### config.mk
export PLATFORM = sky130hd
export DESIGN_NAME = fbe_datapath
export DESIGN_NICKNAME = d
export VERILOG_FILES = /design/src/fbe_pkg.sv /design/src/fbe_datapath.sv
export SDC_FILE = /design/constraint.sdc
export NUM_CORES = 2
export LEC_CHECK = 0
export BUFFER_PORTS_ARGS = -buffer_cell sky130_fd_sc_hd__buf_2
export CORE_MARGIN = 4
export CORE_UTILIZATION = 45
export CTS_BUF_LIST = sky130_fd_sc_hd__clkbuf_4 sky130_fd_sc_hd__clkbuf_8 sky130_fd_sc_hd__clkbuf_16
export DETAILED_ROUTE_END_ITERATION = 10
export HOLD_SLACK_MARGIN = 0.15
export PLACE_DENSITY = 0.65
export SYNTH_ARGS = -nofsm -noshare
export SYNTH_HDL_FRONTEND = slang
export SYNTH_SLANG_ARGS = --single-unit
### constraint.sdc
create_clock -name clock -period 12.2 [get_ports clock]
set_input_delay 1.22 -clock clock [delete_from_list [all_inputs] [get_ports clock]]
set_output_delay 1.22 -clock clock [all_outputs]
set_load 0.03 [all_outputs]
### src/fbe_pkg.sv
// Package for the feedback echo: register indexes, fixed field widths, state and handshake types.
`default_nettype none

package fbe_pkg;

   // Configuration port.
   localparam int CSR_INDEX_W = 2;
   localparam int CSR_DATA_W  = 18;

   localparam logic [CSR_INDEX_W-1:0] REG_DELAY_FRAMES  = 2'd0;
   localparam logic [CSR_INDEX_W-1:0] REG_FEEDBACK_GAIN = 2'd1;
   localparam logic [CSR_INDEX_W-1:0] REG_MIX_GAIN      = 2'd2;
   localparam logic [CSR_INDEX_W-1:0] REG_CHANNEL_COUNT = 2'd3;

   // Register widths.
   localparam int DELAY_W    = 18;
   localparam int FEEDBACK_W = 15;
   localparam int MIX_W      = 16;
   localparam int CHCOUNT_W  = 2;

   // Q15 arithmetic.
   localparam int Q_SHIFT    = 15;
   localparam int ROUND_HALF = 16384;
   localparam int UNITY      = 32768;
   localparam int GAIN_W     = 17;

   typedef enum logic [2:0] {
      ST_CLEAR,
      ST_IDLE,
      ST_MUL,
      ST_WET,
      ST_MIX,
      ST_DONE,
      ST_CLR_RSP
   } fbe_state_type;

   // Commands from the controller to the datapath.
   typedef struct packed {
      logic load;
      logic mul;
      logic wet;
      logic mix;
      logic finish;
      logic clr_rsp;
      logic clr_step;
   } fbe_cmd_type;

   // Status from the datapath to the controller.
   typedef struct packed {
      logic out_free;
      logic sweep_last;
   } fbe_status_type;

endpackage

`default_nettype wire

### src/fbe_datapath.sv
// Datapath: settings, positions, feedback and mix arithmetic, and the result word register.
`default_nettype none

module fbe_datapath
   import fbe_pkg::*;
#(
   parameter int MAX_DELAY_FRAMES = 131072,
   parameter int MAX_CHANNELS     = 2,
   parameter int SAMPLE_BITS      = 16,
   parameter int DEPTH            = MAX_DELAY_FRAMES * MAX_CHANNELS,
   parameter int STORE_W          = SAMPLE_BITS + 4,
   parameter int ADDR_W           = $clog2(DEPTH)
) (
   input  wire logic                          clock,
   input  wire logic                          reset,
   input  wire fbe_cmd_type                   cmd,
   output      fbe_status_type                status,
   input  wire logic                          csr_we,
   input  wire logic [CSR_INDEX_W-1:0]        csr_index,
   input  wire logic [CSR_DATA_W-1:0]         csr_wdata,
   input  wire logic signed [SAMPLE_BITS-1:0] req_in_sample,
   input  wire logic                          req_block_end,
   input  wire logic                          rsp_ready,
   output      logic                          rsp_valid,
   output      logic signed [SAMPLE_BITS-1:0] rsp_out_sample,
   output      logic                          rsp_out_channel,
   output      logic                          rsp_clipped,
   output      logic                          rsp_last,
   output      logic                          ram_we,
   output      logic [ADDR_W-1:0]             ram_waddr,
   output      logic [STORE_W-1:0]            ram_wdata,
   output      logic                          ram_re,
   output      logic [ADDR_W-1:0]             ram_raddr,
   input  wire logic [STORE_W-1:0]            ram_rdata
);

   localparam int FRAME_W = $clog2(MAX_DELAY_FRAMES);
   localparam int CH_W    = (MAX_CHANNELS > 1) ? $clog2(MAX_CHANNELS) : 1;
   localparam int DL_W    = $clog2(MAX_DELAY_FRAMES + 1);
   localparam int CC_W    = $clog2(MAX_CHANNELS + 1);
   localparam int P1_W    = STORE_W + 16;
   localparam int W1_W    = P1_W - Q_SHIFT;
   localparam int WF_W    = STORE_W + 2;
   localparam int DP_W    = SAMPLE_BITS + GAIN_W + 1;
   localparam int WP_W    = STORE_W + GAIN_W + 1;
   localparam int S_W     = STORE_W + GAIN_W + 2;
   localparam int O_W     = S_W - Q_SHIFT;

   // Settings.
   logic [DELAY_W-1:0]    delay_ff;
   logic [FEEDBACK_W-1:0] feedback_ff;
   logic [MIX_W-1:0]      mix_ff;
   logic [CHCOUNT_W-1:0]  chcount_ff;

   // Positions and sweep address.
   logic [FRAME_W-1:0] frame_ff;
   logic [FRAME_W-1:0] frame_in;
   logic [CH_W-1:0]    chan_ff;
   logic [CH_W-1:0]    chan_in;
   logic [ADDR_W-1:0]  sweep_ff;

   // Per-word working registers.
   logic signed [SAMPLE_BITS-1:0] dry_ff;
   logic                          last_ff;
   logic [ADDR_W-1:0]             addr_ff;
   logic signed [P1_W-1:0]        prod_ff;
   logic signed [STORE_W-1:0]     wet_ff;
   logic                          hit_ff;
   logic signed [DP_W-1:0]        dryp_ff;
   logic signed [S_W-1:0]         sum_ff;

   // Result word register.
   logic                          rsp_valid_ff;
   logic signed [SAMPLE_BITS-1:0] out_sample_ff;
   logic                          out_channel_ff;
   logic                          clipped_ff;
   logic                          last_out_ff;

   logic [DL_W-1:0]            dl_eff;
   logic [DL_W-1:0]            frame_plus;
   logic [CC_W-1:0]            cc_eff;
   logic [CC_W-1:0]            chan_plus;
   logic [ADDR_W-1:0]          addr_now;
   logic [GAIN_W-1:0]          mx_eff;
   logic [GAIN_W-1:0]          umx;
   logic [P1_W-1:0]            prod_rnd;
   logic signed [W1_W-1:0]     fb_term;
   logic signed [WF_W-1:0]     wet_full;
   logic signed [STORE_W-1:0]  wet_sat;
   logic                       wet_hit;
   logic signed [WP_W-1:0]     wetp;
   logic [S_W-1:0]             sum_rnd;
   logic signed [O_W-1:0]      o_full;
   logic signed [SAMPLE_BITS-1:0] o_sat;
   logic                       o_hit;

   // Effective settings after clamping.
   always_comb begin
      if (32'(delay_ff) > 32'(MAX_DELAY_FRAMES)) begin
         dl_eff = DL_W'(MAX_DELAY_FRAMES);
      end else if (delay_ff == '0) begin
         dl_eff = DL_W'(1);
      end else begin
         dl_eff = DL_W'(delay_ff);
      end

      if (32'(chcount_ff) > 32'(MAX_CHANNELS)) begin
         cc_eff = CC_W'(MAX_CHANNELS);
      end else if (chcount_ff == '0) begin
         cc_eff = CC_W'(1);
      end else begin
         cc_eff = CC_W'(chcount_ff);
      end

      mx_eff = (32'(mix_ff) > UNITY) ? GAIN_W'(UNITY) : GAIN_W'(mix_ff);
      umx    = GAIN_W'(UNITY) - mx_eff;
   end

   // Position advance after the word's result is taken into the output register.
   always_comb begin
      frame_plus = DL_W'(frame_ff) + DL_W'(1);
      chan_plus  = CC_W'(chan_ff) + CC_W'(1);
      frame_in   = frame_ff;
      chan_in    = chan_ff;
      if (chan_plus >= cc_eff) begin
         chan_in  = '0;
         frame_in = (frame_plus >= dl_eff) ? '0 : frame_plus[FRAME_W-1:0];
      end else begin
         chan_in = chan_plus[CH_W-1:0];
      end
   end

   assign addr_now = ADDR_W'(frame_ff) * ADDR_W'(MAX_CHANNELS) + ADDR_W'(chan_ff);

   // Wet value: dry plus rounded feedback term, saturated to the store's range.
   always_comb begin
      prod_rnd = prod_ff + P1_W'(ROUND_HALF);
      fb_term  = $signed(prod_rnd[P1_W-1:Q_SHIFT]);
      wet_full = WF_W'(dry_ff) + WF_W'(fb_term);
      wet_hit  = !((&wet_full[WF_W-1:STORE_W-1]) || !(|wet_full[WF_W-1:STORE_W-1]));
      if (wet_hit) begin
         wet_sat = {wet_full[WF_W-1], {(STORE_W-1){~wet_full[WF_W-1]}}};
      end else begin
         wet_sat = wet_full[STORE_W-1:0];
      end
   end

   assign wetp = wet_ff * $signed({1'b0, mx_eff});

   // Output: rounded mix, clipped to the sample's full scale.
   always_comb begin
      sum_rnd = sum_ff + S_W'(ROUND_HALF);
      o_full  = $signed(sum_rnd[S_W-1:Q_SHIFT]);
      o_hit   = !((&o_full[O_W-1:SAMPLE_BITS-1]) || !(|o_full[O_W-1:SAMPLE_BITS-1]));
      if (o_hit) begin
         o_sat = {o_full[O_W-1], {(SAMPLE_BITS-1){~o_full[O_W-1]}}};
      end else begin
         o_sat = o_full[SAMPLE_BITS-1:0];
      end
   end

   // Configuration registers.
   always_ff @(posedge clock) begin
      if (reset) begin
         delay_ff    <= DELAY_W'(1);
         feedback_ff <= '0;
         mix_ff      <= '0;
         chcount_ff  <= CHCOUNT_W'(1);
      end else if (csr_we) begin
         case (csr_index)
            REG_DELAY_FRAMES:  delay_ff    <= csr_wdata[DELAY_W-1:0];
            REG_FEEDBACK_GAIN: feedback_ff <= csr_wdata[FEEDBACK_W-1:0];
            REG_MIX_GAIN:      mix_ff      <= csr_wdata[MIX_W-1:0];
            REG_CHANNEL_COUNT: chcount_ff  <= csr_wdata[CHCOUNT_W-1:0];
            default: ;
         endcase
      end
   end

   // Positions and clearing sweep.
   always_ff @(posedge clock) begin
      if (reset) begin
         frame_ff <= '0;
         chan_ff  <= '0;
         sweep_ff <= '0;
      end else begin
         if (cmd.clr_rsp) begin
            frame_ff <= '0;
            chan_ff  <= '0;
         end else if (cmd.finish) begin
            frame_ff <= frame_in;
            chan_ff  <= chan_in;
         end
         if (cmd.clr_step) begin
            sweep_ff <= status.sweep_last ? '0 : sweep_ff + ADDR_W'(1);
         end
      end
   end

   // Working registers of the word in flight.
   always_ff @(posedge clock) begin
      if (cmd.load) begin
         dry_ff  <= req_in_sample;
         last_ff <= req_block_end;
         addr_ff <= addr_now;
      end
      if (cmd.mul) begin
         prod_ff <= $signed({1'b0, feedback_ff}) * $signed(ram_rdata);
      end
      if (cmd.wet) begin
         wet_ff  <= wet_sat;
         hit_ff  <= wet_hit;
         dryp_ff <= dry_ff * $signed({1'b0, umx});
      end
      if (cmd.mix) begin
         sum_ff <= S_W'(dryp_ff) + S_W'(wetp);
      end
   end

   // Result word register.
   always_ff @(posedge clock) begin
      if (reset) begin
         rsp_valid_ff <= 1'b0;
      end else if (cmd.finish || cmd.clr_rsp) begin
         rsp_valid_ff <= 1'b1;
      end else if (rsp_ready) begin
         rsp_valid_ff <= 1'b0;
      end
   end

   always_ff @(posedge clock) begin
      if (cmd.finish) begin
         out_sample_ff  <= o_sat;
         out_channel_ff <= chan_ff[0];
         clipped_ff     <= hit_ff || o_hit;
         last_out_ff    <= last_ff;
      end else if (cmd.clr_rsp) begin
         out_sample_ff  <= '0;
         out_channel_ff <= 1'b0;
         clipped_ff     <= 1'b0;
         last_out_ff    <= last_ff;
      end
   end

   assign rsp_valid       = rsp_valid_ff;
   assign rsp_out_sample  = out_sample_ff;
   assign rsp_out_channel = out_channel_ff;
   assign rsp_clipped     = clipped_ff;
   assign rsp_last        = last_out_ff;

   // The delay store is written with the wet value, or with zero during the sweep.
   assign ram_re    = cmd.load;
   assign ram_raddr = addr_now;
   assign ram_we    = cmd.wet || cmd.clr_step;
   assign ram_waddr = cmd.clr_step ? sweep_ff : addr_ff;
   assign ram_wdata = cmd.clr_step ? '0 : wet_sat;

   assign status.out_free   = !rsp_valid_ff || rsp_ready;
   assign status.sweep_last = (sweep_ff == ADDR_W'(DEPTH - 1));

endmodule

`default_nettype wire

==> impl_metrics.env <==
export IMPL_initial_utilization_pct=45.35
export IMPL_powerDensity_mw_per_mm2=225.9
export IMPL_syn_area_per_cell_um2=9.194
export IMPL_end_kind="flop"
export IMPL_synth_top_area_cell="fa_1"
export IMPL_grt_pass1_wl_mm=186.3
export IMPL_power_w=0.01078
export IMPL_setup_tns_ps=0
export IMPL_rsz0062_at_grt="no"
export IMPL_max_cap_viol_count=0
export IMPL_synthToLayoutAreaGrowth_pct=6.848
export IMPL_multi_input_area_mm2=0.03332
export IMPL_std_cell_rows=115
export IMPL_fp_dieArea_mm2=0.1043
export IMPL_cp_slowest_cell="xor2_2"
export IMPL_cts_root_buf="clkbuf_16"
export IMPL_crit_arrival_ps=9980
export IMPL_async_flop_share_pct=0
export IMPL_setup_ws_ps=2582
export IMPL_placed_cell_area_mm2=0.04660
export IMPL_stdcell_area_mm2=0.04769
export IMPL_h_tree_depth=1
export IMPL_coreArea_mm2=0.09842
export IMPL_numClockSinks=242
export IMPL_ys_warn_count=0
export IMPL_ys_types=84
export IMPL_pin_count=148
export IMPL_ff_latch_area_mm2=0.006397
export IMPL_startpoint_type="flop"
export IMPL_postCtsHoldBufs=0
export IMPL_dp_slack_ps=2716
export IMPL_drc=0
export IMPL_die_w_um=323.0
export IMPL_postSynthCellCount=4855
export IMPL_period_needed_ps=9618
export IMPL_drive_above_1_share_pct=6.295
export IMPL_syn_nets=6142
export IMPL_vias=32390
export IMPL_ant_nets=0
export IMPL_finalCritPeriodShare_pct=78.83
export IMPL_cp_common_cell="fa_1"
export IMPL_cts_resized=0
export IMPL_port_buffers=147
export IMPL_worstMarginPinSlew_ps=1139
export IMPL_min_path_type="reg2reg"
export IMPL_setup_violations=0
export IMPL_cp_required_ps=12560
export IMPL_fill_cells=9423
export IMPL_synth_area_leaders="fa_1 39%, edfxtp_1 10%, ha_1 9.7%"
export IMPL_synth_flop_cell="edfxtp_1"
export IMPL_finalHoldViolations=0
export IMPL_crit_type="reg2reg"
export IMPL_grt_pass1_vias=34880
export IMPL_cts_path_max_buffers=3
export IMPL_grt_max_degree=61
export IMPL_numCtsBuffers=30
export IMPL_outcome="completed"
export IMPL_hold_worst_slack_ps=419.4
export IMPL_cts_tree="yes"
export IMPL_synth_seq_cells=242
export IMPL_gp_congestion=0.8780
export IMPL_synth_common_cells="1,114 x inv_1, 872 x fa_1, 695 x nand2_1"
export IMPL_antenna_found_initial=13
export IMPL_drt_wl_total_mm=112.9
export IMPL_leakage_nw=23.00
export IMPL_maxSlewViolCount=0
export IMPL_slew_headroom_pct=23.96
export IMPL_synth_edf_count=155
export IMPL_synth_most_common_cell="inv_1"
export IMPL_via_per_inst=5.219
export IMPL_ys_seq_area_share_pct=14.33
export IMPL_cp_max_fo=34
export IMPL_final_nets=6172
export IMPL_drtIter0Drc=2116
export IMPL_regToRegSetupSlack_ps=2580
export IMPL_yosys_area_top_type_share_pct=39.11
export IMPL_max_stage_delay_ps=680
export IMPL_wl_per_cell_um=18.20
export IMPL_grt_use_total_pct=22.55
export IMPL_overflow=0
export IMPL_peakVddDrop_uv=545.8
export IMPL_skew_ps=34.07
export IMPL_path_clk_slew_ps=70
export IMPL_first_pass_iters=5
export IMPL_fmax_ghz=0.1040
export IMPL_syn_cell_area_mm2=0.04464
export IMPL_dp_hpwl_mm=90.50
export IMPL_clk_latency_ps=610
export IMPL_die_h_um=323.0
export IMPL_post_cts_buffers=0
==> flip-flops by register name, summed over array words and instances (netlist names), 15 cells and up <==
name and flops:
wet_ff 20, addr_ff 18, feedback_ff 15, prod_ff 22
dryp_ff 34, dry_ff 16, sum_ff 24, mix_ff 16
rsp_out_sample 16, sweep_ff 18, delay_ff 18, frame_ff 17
==> layer usage <==
layer | global-route usage, % | routed length [µm] | up-vias
met2 | 39.88 | 56050 | 872
met1 | 29.15 | 47010 | 16550
met5 | 0 | 13 | -
met4 | 7.054 | 3711 | 2
met3 | 2.515 | 6160 | 202
li1 | - | - | 14760
==> report_power, final <==
part / total [W] / internal [W] / switching [W]
combinational: 0.00811 / 0.00334 / 0.00477
sequential: 0.00171 / 0.00143 / 0.000280
clock: 0.000957 / 0.000562 / 0.000395
==> placed cells by master, fill, tap and decap left out, types with 110 or more instances in the layout <==
cell type	instances
nor2_1	162
and2_1	340
ha_1	347
buf_2	147
inv_1	1114
a21oi_1	145
xnor2_1	110
fa_1	872
nand2_1	695
edfxtp_1	155
==> critical path, delay by kind of cell, from the launching register on <==
family	cells	cell delay, ps
adder cells (fa/ha/maj)	8	3720
AO/OA/AOI/OAI	9	2550
AND/OR/NAND/NOR	4	1060
XOR/XNOR	2	760
flip-flops	1	670
buffers and inverters	5	600
==> layout make-up <==
cell class | count | area share [%]
clock buffers | 35 | 1.679
flip-flops and latches | 242 | 13.41
well taps | 1287 | 3.376
diodes | 9 | 0.04722
clock inverters | 21 | 0.5614
inverters | 1115 | 8.775
repair buffers | 194 | 2.282
multi-input cells | 3302 | 69.86
==> final timing paths <==
kind / start / to / depth (start not counted)
max: mix_ff[15]$_SDFFE_PP0P_ / dryp_ff[32]$_DFFE_PP_ / 28
min: last_ff$_DFFE_PP_ / rsp_last$_DFFE_PP_ / 0
max reg2reg: mix_ff[15]$_SDFFE_PP0P_ / dryp_ff[32]$_DFFE_PP_ / 28
min reg2reg: last_ff$_DFFE_PP_ / rsp_last$_DFFE_PP_ / 0
==> stage by stage <==
stage	utilization (%)	cells
detailed placement	47.35	6140
global route	48.46	6204
finish	48.46	6205
global placement	47.35	6140
CTS	48.44	6196
floorplan	-	4855
==> logic make-up (layout without fill, tap and decap cells) <==
kind of cell / after synthesis / count (layout) / synth area share, %
adders and majority gates: 1219 / 1219 / 48.84
other: 0 / 9 / 0
and+or+nand+nor: 1500 / 1500 / 16.16
buffers and inverters: 1311 / 1365 / 11.14
DFF: 242 / 242 / 14.33
AOI/OAI and AO/OA: 388 / 388 / 5.547
xor gates and xnor gates: 171 / 171 / 3.389
muxes: 24 / 24 / 0.5999
Note: power is estimated with default switching activity, not from simulation.
