<file path="config.mk">
export PLATFORM = sky130hd
export DESIGN_NAME = fbe_ctrl
export DESIGN_NICKNAME = d
export VERILOG_FILES = /design/src/fbe_pkg.sv /design/src/fbe_ctrl.sv
export SDC_FILE = /design/constraint.sdc
export NUM_CORES = 1
export LEC_CHECK = 0
export BUFFER_PORTS_ARGS = -buffer_cell sky130_fd_sc_hd__buf_4
export CELL_PAD_IN_SITES_DETAIL_PLACEMENT = 0
export CELL_PAD_IN_SITES_GLOBAL_PLACEMENT = 1
export CORE_AREA = 2 2 39 41
export DETAILED_ROUTE_END_ITERATION = 16
export DIE_AREA = 0 0 41 43
export PLACE_DENSITY_LB_ADDON = 0.3
export SLEW_MARGIN = 20
export SYNTH_ARGS = -nofsm -noshare
export SYNTH_HDL_FRONTEND = slang
export SYNTH_SLANG_ARGS = --single-unit
</file>
<file path="constraint.sdc">
create_clock -name clock -period 1.34 [get_ports clock]
set_input_delay 0.201 -clock clock [delete_from_list [all_inputs] [get_ports clock]]
set_output_delay 0.201 -clock clock [all_outputs]
set_load 0.1 [all_outputs]
</file>
<file path="src/fbe_pkg.sv">
// Package for the feedback echo: register indexes, fixed field widths, state and handshake types.
`default_nettype none

package fbe_pkg;

   // Configuration port.
   localparam int CSR_INDEX_W = 2;
   localparam int CSR_DATA_W  = 18;

   localparam logic [CSR_INDEX_W-1:0] REG_DELAY_FRAMES  = 2'd0;
   localparam logic [CSR_INDEX_W-1:0] REG_FEEDBACK_GAIN = 2'd1;
   localparam logic [CSR_INDEX_W-1:0] REG_MIX_GAIN      = 2'd2;
   localparam logic [CSR_INDEX_W-1:0] REG_CHANNEL_COUNT = 2'd3;

   // Register widths.
   localparam int DELAY_W    = 18;
   localparam int FEEDBACK_W = 15;
   localparam int MIX_W      = 16;
   localparam int CHCOUNT_W  = 2;

   // Q15 arithmetic.
   localparam int Q_SHIFT    = 15;
   localparam int ROUND_HALF = 16384;
   localparam int UNITY      = 32768;
   localparam int GAIN_W     = 17;

   typedef enum logic [2:0] {
      ST_CLEAR,
      ST_IDLE,
      ST_MUL,
      ST_WET,
      ST_MIX,
      ST_DONE,
      ST_CLR_RSP
   } fbe_state_type;

   // Commands from the controller to the datapath.
   typedef struct packed {
      logic load;
      logic mul;
      logic wet;
      logic mix;
      logic finish;
      logic clr_rsp;
      logic clr_step;
   } fbe_cmd_type;

   // Status from the datapath to the controller.
   typedef struct packed {
      logic out_free;
      logic sweep_last;
   } fbe_status_type;

endpackage

`default_nettype wire

</file>
<file path="src/fbe_ctrl.sv">
// Controller state machine: sequences one word through the datapath and runs the clearing sweep.
`default_nettype none

module fbe_ctrl
   import fbe_pkg::*;
(
   input  wire logic           clock,
   input  wire logic           reset,
   input  wire logic           req_valid,
   input  wire logic           req_action,
   output      logic           req_ready,
   input  wire fbe_status_type status,
   output      fbe_cmd_type    cmd
);

   fbe_state_type state_ff;
   fbe_state_type state_in;
   logic          accept;

   assign req_ready = (state_ff == ST_IDLE);
   assign accept    = req_valid && req_ready;

   always_ff @(posedge clock) begin
      if (reset) begin
         state_ff <= ST_CLEAR;
      end else begin
         state_ff <= state_in;
      end
   end

   always_comb begin
      state_in = state_ff;
      case (state_ff)
         ST_CLEAR: begin
            if (status.sweep_last) state_in = ST_IDLE;
         end
         ST_IDLE: begin
            if (accept) state_in = req_action ? ST_CLR_RSP : ST_MUL;
         end
         ST_MUL:  state_in = ST_WET;
         ST_WET:  state_in = ST_MIX;
         ST_MIX:  state_in = ST_DONE;
         ST_DONE: begin
            if (status.out_free) state_in = ST_IDLE;
         end
         ST_CLR_RSP: begin
            if (status.out_free) state_in = ST_CLEAR;
         end
         default: state_in = ST_IDLE;
      endcase
   end

   always_comb begin
      cmd = '0;
      case (state_ff)
         ST_CLEAR:   cmd.clr_step = 1'b1;
         ST_IDLE:    cmd.load     = accept;
         ST_MUL:     cmd.mul      = 1'b1;
         ST_WET:     cmd.wet      = 1'b1;
         ST_MIX:     cmd.mix      = 1'b1;
         ST_DONE:    cmd.finish   = status.out_free;
         ST_CLR_RSP: cmd.clr_rsp  = status.out_free;
         default:    cmd          = '0;
      endcase
   end

endmodule

`default_nettype wire

</file>
==> results of run 1 <==
-- routing by layer --
metal,share of wire,GRT usage
met1,0.37,0.141
met2,0.57,0.194
met3,0.034,0.00524
met4,0.025,0.0800
met5,0,0
-- placed cells by master (no fill, tap or decap), types with 2 or more instances in the layout --
| cell type | instances |
|---|---|
| buf_4 | 12 |
| buf_12 | 7 |
| nand2b_1 | 2 |
| nor3_4 | 2 |
| nor2_4 | 4 |
| dfxtp_4 | 3 |
| clkbuf_4 | 3 |
| buf_6 | 6 |
-- path summary, 6_finish.rpt --
kind                    start           to  slack, ns  depth (start not counted)
setup / recovery  state_ff[2]       cmd[4]     -0.009                          4
hold / removal          reset  state_ff[2]       0.13                          2
setup reg to reg  state_ff[2]  state_ff[2]       0.05                          5
hold reg to reg   state_ff[1]  state_ff[0]       0.61                          2
-- power by group --
group          internal [mW]  leakage (nW)  switching (mW)
Combinational          0.262         0.243           0.348
Clock                  0.112        0.0150          0.0512
Sequential             0.107        0.0267          0.0310
-- metrics by stage --
step | setup WS, ns | std cells
after floorplan | -0.150 | 33
after global placement | 0.0105 | 68
after detailed placement | 0.0213 | 68
after CTS | -0.0174 | 75
after global routing | -0.0320 | 76
final | -0.00941 | 76
-- cells by family after synthesis --
group | Yosys count | share of synthesized area
compound gates | 8 | 0.271
xor+xnor | 1 | 0.0345
buf+inv | 5 | 0.123
flops | 3 | 0.236
simple gates | 16 | 0.335
-- timing repair --
| item | 4_1_cts | 5_1_grt |
|---|---|---|
| setup buffers | 3 | 1 |
| resized for setup | 33 | 8 |
| setup endpoints to repair | 8 | 7 |
| pin swaps | 1 | 3 |
-- cell type report --
type / count / area, µm²
timing repair buffer: 26 / 313
clock buffer: 4 / 26.3
sequential: 3 / 71.3
inverter: 2 / 12.5
multi-input combinational: 25 / 241
tap: 16 / 20.0
fill: 126 / 699
==> impl_results.md, run 1 <==
- Initial core utilization: 0.184
- CTS buffer count: 3
- Slowest stage cell, crit path: dfxtp_4
- Synthesis-stage register bit count: 3
- Pwr dens: 1330 nW/µm²
- Residual DRC: 0
- Count leader, synth: nor2_1
- Skew-Pair Late Insertion Delay: 0.24 ns
- Worst-path fanout max: 4
- First-pass GRT wire length: 1450 µm
- Status: finished, violations left
- Synth Net Count: 39
- Vias per std cell: 4.62
- GRT Overall Usage: 0.119
- # clock sinks: 3
- Routed vias: 351
- DRT iter0 DRCs: 6
- EDFF count, synth: 0
- Min-delay worst type: in -> reg
- Mapped Cells: 33
- Final clock skew: 0.00645 ns
- Num rows: 14
- IO Pins: 14
- Gp weighted congestion: 0.801
- Die X: 41 µm
- Leading post-synthesis cells by cell area: dfxtp_1 24%, nand2b_1 7.4%, nor2_1 7.4%, a311oi_2 5.9%, and4bb_1 4.9%
- Post-DP Area: 478 µm²
- Die H: 43 µm
- Worst EP arrival: 1.15 ns
- Root buf cell: clkbuf_4
- # setup viols final: 1
- Synth unique cells: 21
- CP startpoint kind: register
- WS Path Type: reg -> out
- Period utilization: 1.01
- Diode count: 0
- Layout Nets: 67
- Pin count of the biggest net entering global routing: 10
- Final slew viol count: 0
- CP top delay family: buffers and inverters
- H-tree depth: 1
- Top FF cell, synth: dfxtp_1
- Core Region: 1380 µm²
- Largest Register: state_ff
- CTS max path bufs: 2
- Critical Path Max Stage Delay: 0.35 ns
- Slew HR: 0.852
- Synth area leader: dfxtp_1
- Async SR Flop Fraction: 0
- Setup TNS Final: -0.00941 ns
- CTS tree: done
- Final instance area: 684 µm²
- Synth Warn #: 0
- Maximum vdd ir drop: 0.459 mV
- Max cap viols: 0
- Top post-synthesis cells by count: 5 x nor2_1, 3 x dfxtp_1, 3 x nand2_1, 3 x nand2b_1
- Syn Area/Cell: 7.70 µm²
- Seq/Total Area, Yosys: 0.236
- Synth-to-Final Area Change: 169%
- Fin. Hold Viols: 0
- Worst hold slack: 0.130 ns
- DP HPWL: 641 µm
- Initial antenna violation count: 0
- Initial DRT Pass Iterations: 4
- RSZ-0062 raised after global routing: yes
- Global route total overflow: 0
- Final ANT Viol Nets: 0
- Largest registers: state_ff x3
- Vias in the first global route: 360
- CP endpoint kind: primary output
- Flip-flop count of the largest register after layout: 3
- Fmax: 0.741 GHz
- Hold_buf cts: 0
- Minimum clock period: 1.35 ns
- I/O Buffers: 13
- Total power: 0.911 mW
- Fin util: 0.495
- Mapped Area: 254 µm²
- Post-DR wirelength/cell: 11.3 µm
- Clock-pin slew on the worst setup and hold paths: 0.04 ns
- Fraction of layout cells with a size suffix above 1: 0.767
- Final WS setup: -0.00941 ns
- Yosys top cell area share: 0.236
- Cells along the critical path: buf_8 > inv_6 > and3_4 > buf_12
- Worst-margin pin slew: 0.222 ns
- LEAKAGE: 0.284 nW
- Final WL: 856 µm
- Failing checks: setup timing
- Required time of the critical path: 1.14 ns
- Bufs and invs on worst path: 3
- Die footprint: 1760 µm²
No activity file was read; power rests on OpenSTA's default activity.
==> run 2: changes to the inputs <==
--- a/config.mk
+++ b/config.mk
@@ -5,13 +5,15 @@
 export SDC_FILE = /design/constraint.sdc
 export NUM_CORES = 1
 export LEC_CHECK = 0
-export BUFFER_PORTS_ARGS = -buffer_cell sky130_fd_sc_hd__buf_4
 export CELL_PAD_IN_SITES_DETAIL_PLACEMENT = 0
 export CELL_PAD_IN_SITES_GLOBAL_PLACEMENT = 1
 export CORE_AREA = 2 2 39 41
+export CTS_BUF_LIST = sky130_fd_sc_hd__clkbuf_2 sky130_fd_sc_hd__clkbuf_4 sky130_fd_sc_hd__clkbuf_8
 export DETAILED_ROUTE_END_ITERATION = 16
 export DIE_AREA = 0 0 41 43
+export DONT_BUFFER_PORTS = 1
 export PLACE_DENSITY_LB_ADDON = 0.3
+export SETUP_SLACK_MARGIN = 0.4
 export SLEW_MARGIN = 20
 export SYNTH_ARGS = -nofsm -noshare
 export SYNTH_HDL_FRONTEND = slang
==> run 2 against run 1 <==
The run now ends clean. Global-route usage rose by 1.1 points. Routed wire length rose by 14%. Flip-flop and latch count did not move. Via count fell by 0.57%. Final area fell by 0.91%. Register-to-register slack improved by 0.09 ns. Fmax rose by 1.6%. Utilization fell by 0.45 points. Clock skew fell by 0.0012 ns. Sequential power barely moved. Final cell count fell by 5.3%. Critical path type unchanged. Critical endpoint is now cmd[3].
==> impl_results.md, run 2 (same netlist as run 1, synthesis figures left out) <==
- Worst hold slack: 0.0208 ns
- Die footprint: 1760 µm²
- Die X: 41 µm
- Cell total after placement: 57
- Bufs and invs on worst path: 2
- DP HPWL: 614 µm
- CTS tree: done
- I/O Buffers: 0
- Critical Path Max Stage Delay: 0.35 ns
- Fin. Hold Viols: 0
- Status: complete, no violations
- Hold_buf cts: 0
- H-tree depth: 1
- Area occupied by multi-input gates: 263 µm²
- Core Region: 1380 µm²
- Seq. cell area: 71.3 µm²
- GRT Overall Usage: 0.131
- Pin count of the biggest net entering global routing: 11
- # clock sinks: 3
- Initial antenna violation count: 0
- Num rows: 14
- Die H: 43 µm
- Layout fillers: 120
- Cells along the critical path: buf_4 > nor3_4 > buf_12
- RSZ-0062 raised after global routing: yes
- Initial core utilization: 0.184
- LEAKAGE: 0.270 nW
- Gp weighted congestion: 0.775
- Worst EP arrival: 1.13 ns
- Skew-Pair Late Insertion Delay: 0.24 ns
- # setup viols final: 0
- Worst-path fanout max: 6
- First-pass GRT wire length: 1500 µm
- Comb power frac: 0.659
- IO Pins: 14
- Final WS setup: 0.0122 ns
- Clock-pin slew on the worst setup and hold paths: 0.04 ns
- Int Power: 0.507 mW
- Synth-to-Final Area Change: 167%
- P_sw: 0.438 mW
- DRT iter0 DRCs: 8
- CTS buffer count: 3
- CP startpoint kind: register
- CP top delay family: flip-flops
- Final clock skew: 0.00522 ns
- Fmax: 0.753 GHz
- CTS max path bufs: 2
- Largest registers: state_ff x3
- Maximum vdd ir drop: 0.533 mV
- Max cap viols: 0
- Instance count on the critical path: 3
- Slowest stage cell, crit path: dfxtp_4
- Initial DRT Pass Iterations: 3
- Final instance area: 678 µm²
- Commonest cells after routing, fill and taps aside: 9 x buf_4, 8 x buf_12, 5 x buf_6
- Setup TNS Final: 0 ns
- Pwr dens: 1390 nW/µm²
- Final slew viol count: 0
- Worst-margin pin slew: 0.204 ns
- Hold path depth: 1
- R2R depth: 4
- R2r setup slk: 0.14 ns
- DP Worst Slack: 0.107 ns
- Flip-flop count of the largest register after layout: 3
- Layout Nets: 63
- Layout Cells excl Fill: 72
- Required time of the critical path: 1.14 ns
- Largest Register: state_ff
- Residual DRC: 0
- Routed vias: 349
- WS Path Type: reg -> out
- Global route total overflow: 0
- Slew HR: 0.863
- Min-delay worst type: in -> reg
- Root buf cell: clkbuf_4
- Period utilization: 0.991
- Minimum clock period: 1.33 ns
- Vias per std cell: 4.85
- Post-DP Area: 498 µm²
- Fraction of layout cells with a size suffix above 1: 0.821
- Post-DR wirelength/cell: 13.6 µm
- Switching Fraction: 0.463
- CP endpoint kind: primary output
- Vias in the first global route: 353
- Commonest non-fill, non-tap cell in the layout: buf_4
- Seq pwr share: 0.148
- Diode count: 0
- Final WL: 979 µm
- Final ANT Viol Nets: 0
- Clock Power Share: 0.193
## run 2: final timing paths
check                    from           to
hold reg to reg   state_ff[0]  state_ff[1]
hold / removal          reset  state_ff[2]
setup reg to reg  state_ff[2]  state_ff[2]
setup / recovery  state_ff[1]       cmd[3]
## run 2: layout make-up
cell class / count / share of cell area
clock buffers: 4 / 0.0443
repair buffers: 22 / 0.419
inverters: 2 / 0.0148
multi-input cells: 25 / 0.387
flip-flops and latches: 3 / 0.105
well taps: 16 / 0.0295
## run 2: per-layer routing
layer,global-route usage,vias to the layer above,wire (µm)
met5,0,-,0
met4,0.0800,0,0
met3,0.0471,0,45
met2,0.209,10,571
met1,0.135,172,363
li1,-,167,-
## run 2: metrics by stage
step | power, mW | utilization
finish | 0.944 | 0.490
CTS | 0.920 | 0.460
global placement | 0.640 | 0.360
detailed placement | 0.645 | 0.360
global route | 0.990 | 0.490
floorplan | 0.504 | -
## run 2: power by group through the flow
stage / sequential [mW] / combinational [mW] / clock [mW]
global route: 0.142 / 0.650 / 0.198
CTS: 0.145 / 0.588 / 0.187
finish: 0.140 / 0.622 / 0.182
floorplan: 0.114 / 0.391 / 0
detailed placement: 0.148 / 0.497 / 0
global placement: 0.147 / 0.494 / 0
## run 2: what timing repair did
action / in CTS / in global routing
endpoints found under the hold margin: 0 / 0
resized for setup: 16 / 4
endpoints found under the setup margin: 11 / 11
buffers inserted: 7 / 4
pin swaps: 5 / 2
==> run 3: changes to the inputs <==
--- a/config.mk
+++ b/config.mk
@@ -13,7 +13,7 @@
 export DIE_AREA = 0 0 41 43
 export DONT_BUFFER_PORTS = 1
 export PLACE_DENSITY_LB_ADDON = 0.3
-export SETUP_SLACK_MARGIN = 0.4
+export SETUP_SLACK_MARGIN = 0.15
 export SLEW_MARGIN = 20
 export SYNTH_ARGS = -nofsm -noshare
 export SYNTH_HDL_FRONTEND = slang
==> run 3 against run 2 <==
The run now ends with setup timing left. Global-route usage increased by 2.2 points. Die area unchanged. Sequential share of layout area decreased by 0.45 points. Clock skew increased by 0.0032 ns. Combinational power increased by 5.0%. Via count increased by 3.4%. Power increased by 5.1%. Sequential power about the same. Final cell count increased by 2.8%. Count of clock-buffer cells in the layout unchanged.
==> impl_results.md, run 3 (same netlist as run 1, synthesis figures left out) <==
- Status: finished, violations left
- Failing checks: setup timing
- # clock sinks: 3
- H-tree depth: 1
- Fin util: 0.512
- Final WS setup: -0.0150 ns
- CTS tree: done
- R2r setup slk: 0.09 ns
- CP endpoint kind: primary output
- DP Worst Slack: 0.117 ns
- Worst EP arrival: 1.15 ns
- DP HPWL: 631 µm
- Commonest non-fill, non-tap cell in the layout: buf_4
- Layout Cells excl Fill: 74
- Cell total after placement: 57
- Critical Path Max Stage Delay: 0.37 ns
- Die H: 43 µm
- # setup viols final: 3
- First-pass GRT wire length: 1750 µm
- WS Path Type: reg -> out
- Core Region: 1380 µm²
- Required time of the critical path: 1.14 ns
- Final slew viol count: 0
- Initial DRT Pass Iterations: 4
- Pin count of the biggest net entering global routing: 9
- Post-DR wirelength/cell: 14.9 µm
- RSZ-0062 raised after global routing: yes
- Layout Nets: 65
- Max cap viols: 0
- Bufs and invs on worst path: 2
- Die footprint: 1760 µm²
- Routed vias: 361
- CP startpoint kind: register
- Global route total overflow: 0
- Vias per std cell: 4.88
- Maximum vdd ir drop: 0.552 mV
- Min-delay worst type: in -> reg
- IO Pins: 14
- CTS buffer count: 3
- GRT Overall Usage: 0.152
- Vias in the first global route: 371
- Num rows: 14
- CTS max path bufs: 2
- Largest registers: state_ff x3
- Setup TNS Final: -0.0329 ns
- Fmax: 0.738 GHz
- Pwr dens: 1400 nW/µm²
- Fin. Hold Viols: 0
- Flip-flop count of the largest register after layout: 3
- Root buf cell: clkbuf_4
- Clock-pin slew on the worst setup and hold paths: 0.05 ns
- Fraction of layout cells with a size suffix above 1: 0.828
- Skew-Pair Late Insertion Delay: 0.25 ns
- Initial antenna violation count: 0
- Worst-margin pin slew: 0.225 ns
- Commonest cells after routing, fill and taps aside: 9 x buf_4, 8 x buf_12, 6 x buf_6
- CP top delay family: flip-flops
- Die X: 41 µm
- Largest Register: state_ff
- Cells along the critical path: buf_6 > nor3_4 > buf_12
- Synth-to-Final Area Change: 179%
- LEAKAGE: 0.289 nW
- Initial core utilization: 0.184
- Diode count: 0
- Final ANT Viol Nets: 0
- DRT iter0 DRCs: 7
- Residual DRC: 0
- Final clock skew: 0.00840 ns
- Layout fillers: 131
- Slowest stage cell, crit path: dfxtp_4
- Slew HR: 0.849
- Gp weighted congestion: 0.815
- Minimum clock period: 1.35 ns
- I/O Buffers: 0
- Total power: 0.993 mW
- Period utilization: 1.01
- Worst-path fanout max: 5
- Final WL: 1100 µm
run 3: cell type report:
| type | instances | area (µm²) | share of cell area |
|---|---|---|---|
| Inverter | 2 | 12.5 | 0.0177 |
| Multi-Input combinational cell | 25 | 269 | 0.380 |
| Tap cell | 16 | 20.0 | 0.0283 |
| Sequential cell | 3 | 71.3 | 0.101 |
| Clock buffer | 4 | 30.0 | 0.0424 |
| Timing Repair Buffer | 24 | 305 | 0.431 |
run 3: timing repair:
| action | 4_1_cts | 5_1_grt |
|---|---|---|
| setup buffers | 8 | 4 |
| setup endpoints to repair | 8 | 10 |
| hold buffers | 0 | 1 |
| gates resized for setup | 14 | 8 |
| hold endpoints to repair | 0 | 1 |
| pin swaps | 8 | 8 |
run 3: final timing paths:
check | endpoint | start | cells past startpoint
worst max-delay path | cmd[0] | state_ff[0] | 3
worst min-delay path | state_ff[0] | reset | 1
worst max register to register | state_ff[0] | state_ff[0] | 5
worst min register to register | state_ff[0] | state_ff[2] | 3
run 3: power by group:
part | total (mW) | switching (mW) | internal, mW | leakage [nW]
Clock | 0.196 | 0.0632 | 0.133 | 0.0184
Sequential | 0.143 | 0.0362 | 0.107 | 0.0267
Combinational | 0.653 | 0.364 | 0.289 | 0.244
run 3: stage by stage:
step	hold WS, ns	instance area [µm²]
6_report	0.00616	708
3_3_place_gp	0.264	498
5_1_grt	-0.00107	708
3_5_place_dp	0.263	498
4_1_cts	0.000414	629
2_1_floorplan	0.261	329
run 3: metal layers:
layer,up-vias,wire [µm],track usage
met5,-,0,0
met4,0,23,0.100
met3,2,39,0.00524
met2,12,674,0.263
met1,174,366,0.167
li1,173,-,-
